### src/rtl/teq_pkg.sv
// Shared types and constants for the timed event queue.
// Used by the cell, the core and the checker; depends on nothing else.
package teq_pkg;

  localparam int QUEUE_DEPTH = 64;
  localparam int CNT_W       = $clog2(QUEUE_DEPTH + 1);

  typedef enum logic [2:0] {
    OP_ADD        = 3'd0,
    OP_REM_OWNER  = 3'd1,
    OP_REM_BOTH   = 3'd2,
    OP_FIND       = 3'd3,
    OP_POP_DUE    = 3'd4,
    OP_CLEAR      = 3'd5,
    OP_CLEAR_TYPE = 3'd6,
    OP_NONE       = 3'd7
  } op_e;

  typedef enum logic [1:0] {
    ST_IDLE = 2'd0,
    ST_EXEC = 2'd1,
    ST_RESP = 2'd2
  } state_e;

  typedef enum logic [2:0] {
    ACT_HOLD    = 3'd0,
    ACT_INSERT  = 3'd1,
    ACT_POP     = 3'd2,
    ACT_CLEAR   = 3'd3,
    ACT_COMPACT = 3'd4
  } act_e;

  typedef enum logic [1:0] {
    MATCH_OWNER = 2'd0,
    MATCH_BOTH  = 2'd1,
    MATCH_TYPE  = 2'd2
  } match_e;

  typedef struct packed {
    logic [2:0]  operation;
    logic [31:0] now;
    logic [23:0] delay;
    logic [15:0] owner_id;
    logic [3:0]  event_type;
    logic [15:0] payload;
  } in_t;

  typedef struct packed {
    logic        status;
    logic        found;
    logic        popped_valid;
    logic [15:0] popped_owner;
    logic [3:0]  popped_type;
    logic [15:0] popped_payload;
    logic [31:0] head_time;
    logic [6:0]  pending_count;
  } out_t;

  typedef struct packed {
    logic [31:0] fire;
    logic [3:0]  etype;
    logic [15:0] owner;
    logic [15:0] payload;
  } entry_t;

  typedef struct packed {
    act_e        act;
    match_e      mode;
    entry_t      key;
  } cell_ctrl_t;

endpackage

### src/rtl/teq_cell.sv
// One slot of the sorted queue: holds an entry and moves it to or from its neighbors.
// Depends on teq_pkg.
module teq_cell (
  input  logic              clk,
  input  logic              rst_n,
  input  teq_pkg::cell_ctrl_t ctrl,
  input  teq_pkg::entry_t   left_entry,
  input  logic              left_le,
  input  logic              left_valid,
  input  teq_pkg::entry_t   right_entry,
  input  logic              right_valid,
  input  logic              hit_in,
  output teq_pkg::entry_t   entry,
  output logic              valid,
  output logic              le,
  output logic              hit_out
);
  import teq_pkg::*;

  entry_t entry_r, entry_nxt;
  logic   valid_r, valid_nxt;
  logic   hit;

  assign le = valid_r && (entry_r.fire <= ctrl.key.fire);

  always_comb begin
    unique case (ctrl.mode)
      MATCH_OWNER: hit = entry_r.owner == ctrl.key.owner;
      MATCH_BOTH:  hit = (entry_r.owner == ctrl.key.owner) &&
                         (entry_r.etype == ctrl.key.etype);
      MATCH_TYPE:  hit = entry_r.etype == ctrl.key.etype;
      default:     hit = 1'b0;
    endcase
    hit = hit && valid_r;
  end

  // Any hit at or below this slot means the slot closes the lowest gap.
  assign hit_out = hit_in || hit;

  always_comb begin
    entry_nxt = entry_r;
    valid_nxt = valid_r;
    unique case (ctrl.act)
      ACT_INSERT: begin
        if (!le) begin
          if (left_le) begin
            entry_nxt = ctrl.key;
            valid_nxt = 1'b1;
          end else begin
            // An empty slot only fills when its left neighbor held an entry.
            entry_nxt = left_entry;
            valid_nxt = left_valid;
          end
        end
      end
      ACT_POP: begin
        entry_nxt = right_entry;
        valid_nxt = right_valid;
      end
      ACT_CLEAR: valid_nxt = 1'b0;
      ACT_COMPACT: begin
        if (hit_out) begin
          entry_nxt = right_entry;
          valid_nxt = right_valid;
        end
      end
      default: ;
    endcase
  end

  always_ff @(posedge clk) begin
    if (!rst_n) begin
      valid_r <= 1'b0;
    end else begin
      valid_r <= valid_nxt;
    end
    entry_r <= entry_nxt;
  end

  assign entry = entry_r;
  assign valid = valid_r;

endmodule

### config.mk
export PLATFORM = sky130hd
export DESIGN_NAME = teq_cell
export DESIGN_NICKNAME = d
export VERILOG_FILES = /design/src/rtl/teq_pkg.sv /design/src/rtl/teq_cell.sv
export SDC_FILE = /design/constraint.sdc
export NUM_CORES = 1
export LEC_CHECK = 0
export BUFFER_PORTS_ARGS = -buffer_cell sky130_fd_sc_hd__buf_2
export CORE_AREA = 2 2 110 112
export DETAILED_ROUTE_END_ITERATION = 6
export DIE_AREA = 0 0 112 114
export PLACE_DENSITY_LB_ADDON = 0.1
export SYNTH_ARGS = -nofsm -noshare
export SYNTH_HDL_FRONTEND = slang
export SYNTH_SLANG_ARGS = --single-unit
export TNS_END_PERCENT = 100
### constraint.sdc
create_clock -name clk -period 6.3 [get_ports clk]
set_input_delay 0.63 -clock clk [delete_from_list [all_inputs] [get_ports clk]]
set_output_delay 0.63 -clock clk [all_outputs]
set_load 0.02 [all_outputs]
After elaboration in Yosys (flattened, before gate mapping). Cells that the tools add are included. Widths: inputs -> output; s select.

Equal/unequal tests: 10. Reductions and logical operators: 9. Shift-type cells: 0. Multipliers: 0. Muxes and demuxes: 9. Add/subtract/negate cells: 0. Order comparisons: 1. Bitwise operators: 0. Divide/modulo/power cells: 0.

Operator list (number): $mux 68 (3); $pmux 68 s3 (1); $le 32x32->1 (1); $eq 16x16->1 (1); $eq 3x2->1 const B (2); $reduce_and 3->1 (2); $eq 4x4->1 (1); $ne 2x2->1 const B (2); $pmux 1 s4 (1); $reduce_bool 4->1 (1); $eq 3x1->1 const B (1); $eq 3x3->1 const B (1); $logic_and 1x1->1 (3); $mux 1 (3); $pmux 1 s3 (1); $reduce_bool 3->1 (1); $eq 2x1->1 const B (1); $eq 2x2->1 const B (1); $logic_not 2->1 (1); $logic_or 1x1->1 (1).

RAM bits: 0. Latch bits: 0. Memory bits (read-only): 0. Input bits: 215. Bits in registers: 69. Word-level logic and storage cells: 34. Memories kept: 0. Output and inout port bits: 71.

Logic depth before layout (Yosys ltp).
Word-level depth: 7. Depth in mapped cells: 8. Gate-level depth less buffers: 8.

Least setup slack after synthesis. Ideal clock, no wire load.

Kind: in2reg. Start point: in ctrl[49] (netlist bit). End point: reg entry_r, in the netlist entry[0], enable pin. Path slack: 0.609 ns. Data arrival time: 5.179 ns. Library setup time: 0.512 ns. Buffers on the path: 0. Cell stages on the path: 8. Required time: 5.788 ns. Cell sequence: inv_1 ha_1 nand4_2 nor4_2 a21bo_2 nand4_1 a21oi_1 o211ai_1.

Longest elaborated chain between the ends: 4.

RTL lines: start, declared (RTL line teq_cell.sv:6) `input teq_pkg::cell_ctrl_t ctrl,`; $le 32x32->1 (RTL line teq_cell.sv:24) `assign le = valid_r && (entry_r.fire <= ctrl.key.fire);`; $logic_and 1x1->1 (RTL line teq_cell.sv:24); named net le (RTL line teq_cell.sv:15) `output logic le,`; $ne 2x2->1 (no source line); $reduce_and 3->1 (no source line); end signal, assigned (RTL line teq_cell.sv:77) `entry_r <= entry_nxt;`; end, declared (RTL line teq_cell.sv:20) `entry_t entry_r, entry_nxt;`.

The timed path passes the listed nets, and every way through them passes these cells. A chain may end at the register's enable or synchronous reset.

Worst setup path after layout.
Start point: in ctrl[49] (netlist bit). End point: reg entry_r, in the netlist entry[36], enable pin.

Longest elaborated chain between the ends: 4.

RTL lines (RTL line): $le 32x32->1 (teq_cell.sv:24); $logic_and 1x1->1 (teq_cell.sv:24); $ne 2x2->1 (no source line); $reduce_and 3->1 (no source line).

No other way between the ends.

==> parameters.txt <==
Parameter                              Value

Run status
  Outcome    complete, no violations

Placed design
  # placed instances    884
  Number of input and output port buffers inserted    285
  Post-place setup slack    2990 ps
  DPL Wire Length    10770 um
  Routability cong.    0.8624

Synthesis
  Leading area contributor after synthesis    edfxtp_1
  Number of cells produced by synthesis    471
  Post-synth top area share    43.71%
  Most common cell in the synthesized netlist    nand2_1
  Commonest cells in the synthesized netlist    nand2_1 (81), o21ai_0 (69), edfxtp_1 (68), mux2i_1 (68), inv_1 (33)
  Share of flip-flops with an asynchronous set or reset    0%
  Proportion of synthesized chip area in sequential cells    44.13%
  Commonest register cell after synthesis    edfxtp_1
  Distinct cells, synth    39
  Flop and latch count out of synthesis    69
  Leading post-synthesis cells by cell area    edfxtp_1 (44%), mux2i_1 (15%), ha_1 (8.6%)
  Synthesized area per cell    9.919 sq um
  Synthesized Nets    718
  Post-Syn Area    0.004672 sq mm
  EDFF count, synth    68
  Warnings, synthesis    0

Critical path
  Launch point of the worst reg-to-reg path    entry[46]$_DFFE_PP_
  Critical path depth in cells    10
  Worst Setup Start Kind    input port
  Worst setup path startpoint    ctrl[49]
  Critical register-to-register path endpoint    entry[36]$_DFFE_PP_
  Top fanout value on the critical path    58
  CP Buf/Inv Count    3
  Worst Setup End Kind    flip-flop
  Reg-to-reg setup timing slack    3350 ps
  Cell Chain, Critical Path    buf_2 > inv_1 > ha_1 > nand4_2 > nor4_2 > a21bo_2 > nand4_1 > a21oi_1 > o211ai_1 > buf_4
  Crit path max-delay cell type    buf_4
  Cell depth of the worst flop-to-flop path    8
  WP data arrival    2910 ps
  Crit Path Category    in2reg
  Worst setup path endpoint    entry[36]$_DFFE_PP_
  Family with the most delay on the worst path    buffers and inverters
  Required time at the worst-slack endpoint    6250 ps
  Worst path max stage delay    650 ps

Die
  DIE AREA    0.01277 sq mm
  Core Rows    40
  Vertical extent of the die    114 um
  Initial standard-cell utilization of the core    39.89%
  Number of top-level pins    286
  X dimension of the die    112 um
  Core footprint    0.01171 sq mm

Clock tree
  Number of levels in the clock H-tree    3
  Count of buffers added by post-CTS timing repair for setup    0
  Number of clock sinks seen by CTS    69
  CTS root buffer    clkbuf_16
  Clock insertion delay at the later pin of the skew report    320 ps
  Clock-pin slew on the worst setup and hold paths    50 ps
  Post-CTS resize count    0
  CTS Buf Count    9
  Hold-fix buffer count after cts    0
  CTS tree    yes
  Max Buffers Root-to-Sink    2

Drt
  Via-per-instance ratio    4.938
  Met1 Routed Length    5076 um
  Count of TritonRoute iterations in the first routing pass    4
  Residual antenna-violating net count after detailed routing    0
  Total routed wirelength    13180 um
  Met3 layer wire length in the routed design    977 um
  Amount of wire on met2 after detailed routing    6640 um
  Highest routed metal layer    met4
  Residual DRC    0
  Total number of vias    4454
  Number of design-rule violations left by the first detailed-router iteration    135
  Routed WL per cell    14.61 um

Timing
  Final setup violation count    0
  Final Worst Setup Slack    3344 ps
  Peak Freq    338.3 MHz
  Unrepaired setup endpoints after global routing    false
  Final Cycle Share    46.92%
  Fin. max-slew vios    0
  Setup TNS    0 ps
  Setup skew after layout    5.287 ps
  Count of final hold-check violations    0
  Time the final worst path needs with I/O delays and setup    2956 ps
  Normalized max-slew margin    25.30%
  Transition time at the pin with the least slew margin    1118 ps

Cells and area
  Count of placed standard cells in the final layout, fillers left out    902
  Area Growth Syn to Fin    39.82%
  Share of cells above drive strength 1    41.04%
  Final Util    55.78%
  Final net count    995

Power
  PD cells    220.2 mW/mm^2
  Static Leak    0.003175 uW
  Peak ir drop on the vdd network    0.1292 mV

Worst hold path
  Min-Delay Path Class    in2reg
  Hold Path Depth    3

Global route
  Maximum number of pins on one net before global-route repair    77
  Via count of the first global-routing pass    4362
  Number of antenna violations at the first check in global routing    2
  First-pass GRT wire length    20670 um
  Total overflow reported by the global router    0
  Overall fraction of global-route tracks in use    20.44%

Run
  MaxCap Viol Count    0
## layer usage
layer / global-route usage [%] / up-vias
met5: 0 / -
met4: 9.593 / 0
met3: 5.048 / 36
met2: 37.66 / 179
met1: 22.09 / 1989
li1: - / 2250
## through the flow
step	total power [uW]	area, sq um	hold slack [ps]
floorplan	785.9	4672	738.2
global placement	925.0	6221	710.3
detailed placement	933.1	6221	729.4
CTS	1455	6528	543.2
global route	1514	6530	554.1
finish	1438	6533	551.8
## placed cells by master (no fill, tap or decap), drive strengths merged, types with 2 or more instances in the layout
master	n
inv	33
a21oi	18
nand3	3
diode	2
edfxtp	68
a2bb2oi	2
nor4	3
nand4	8
xnor2	16
clkinv	4
mux2i	68
o31ai	2
nand2	81
xor2	5
and2	2
nor2	9
clkbuf	10
nor2b	3
o21ai	74
bufinv	2
ha	32
nor3	2
buf	289
nand2b	4
and3	3
## cell type report
type | instances | area, sq um
fill | 1122 | 5179
multi-input combinational | 346 | 2392
clock inverter | 6 | 77.57
inverter | 33 | 123.9
antenna | 2 | 5.005
clock buffer | 10 | 229.0
sequential | 69 | 2062
tap | 147 | 183.9
timing repair buffer | 289 | 1459
## tightest hold or removal path, delay by kind of cell
kind | cells | cell delay, ps
buf+inv | 1 | 100
compound gates | 2 | 100
## kinds of logic (layout without fill, tap and decap cells)
kind of cell	count (synthesis)	count (layout)	share of synthesized area [%]
AO/OA/AOI/OAI	105	105	12.29
other	0	2	0
flip-flops	69	69	44.14
AND/OR/NAND/NOR	120	120	11.73
adder cells (fa/ha/maj)	32	32	8.570
multiplexers	68	68	14.57
XOR/XNOR	21	21	3.937
buffers and inverters	56	338	4.767
## registers in the layout (all words and copies together), names as in the netlist
name and cells:
valid 1, entry 68
## worst min path at each step
stage	start	endpoint	slack [ps]
2_1_floorplan	valid$_SDFFE_PN0P_	valid$_SDFFE_PN0P_	740
3_3_place_gp	valid$_SDFFE_PN0P_	valid$_SDFFE_PN0P_	710
3_5_place_dp	valid$_SDFFE_PN0P_	valid$_SDFFE_PN0P_	730
4_1_cts	rst_n	valid$_SDFFE_PN0P_	540
5_1_grt	rst_n	valid$_SDFFE_PN0P_	550
6_report	rst_n	valid$_SDFFE_PN0P_	550
## where the power goes
part           total [uW]  switching [uW]  internal (uW)
combinational         341             196            145
sequential            578            19.1            559
clock                 520             177            342
(Power assumes the default switching activity.)
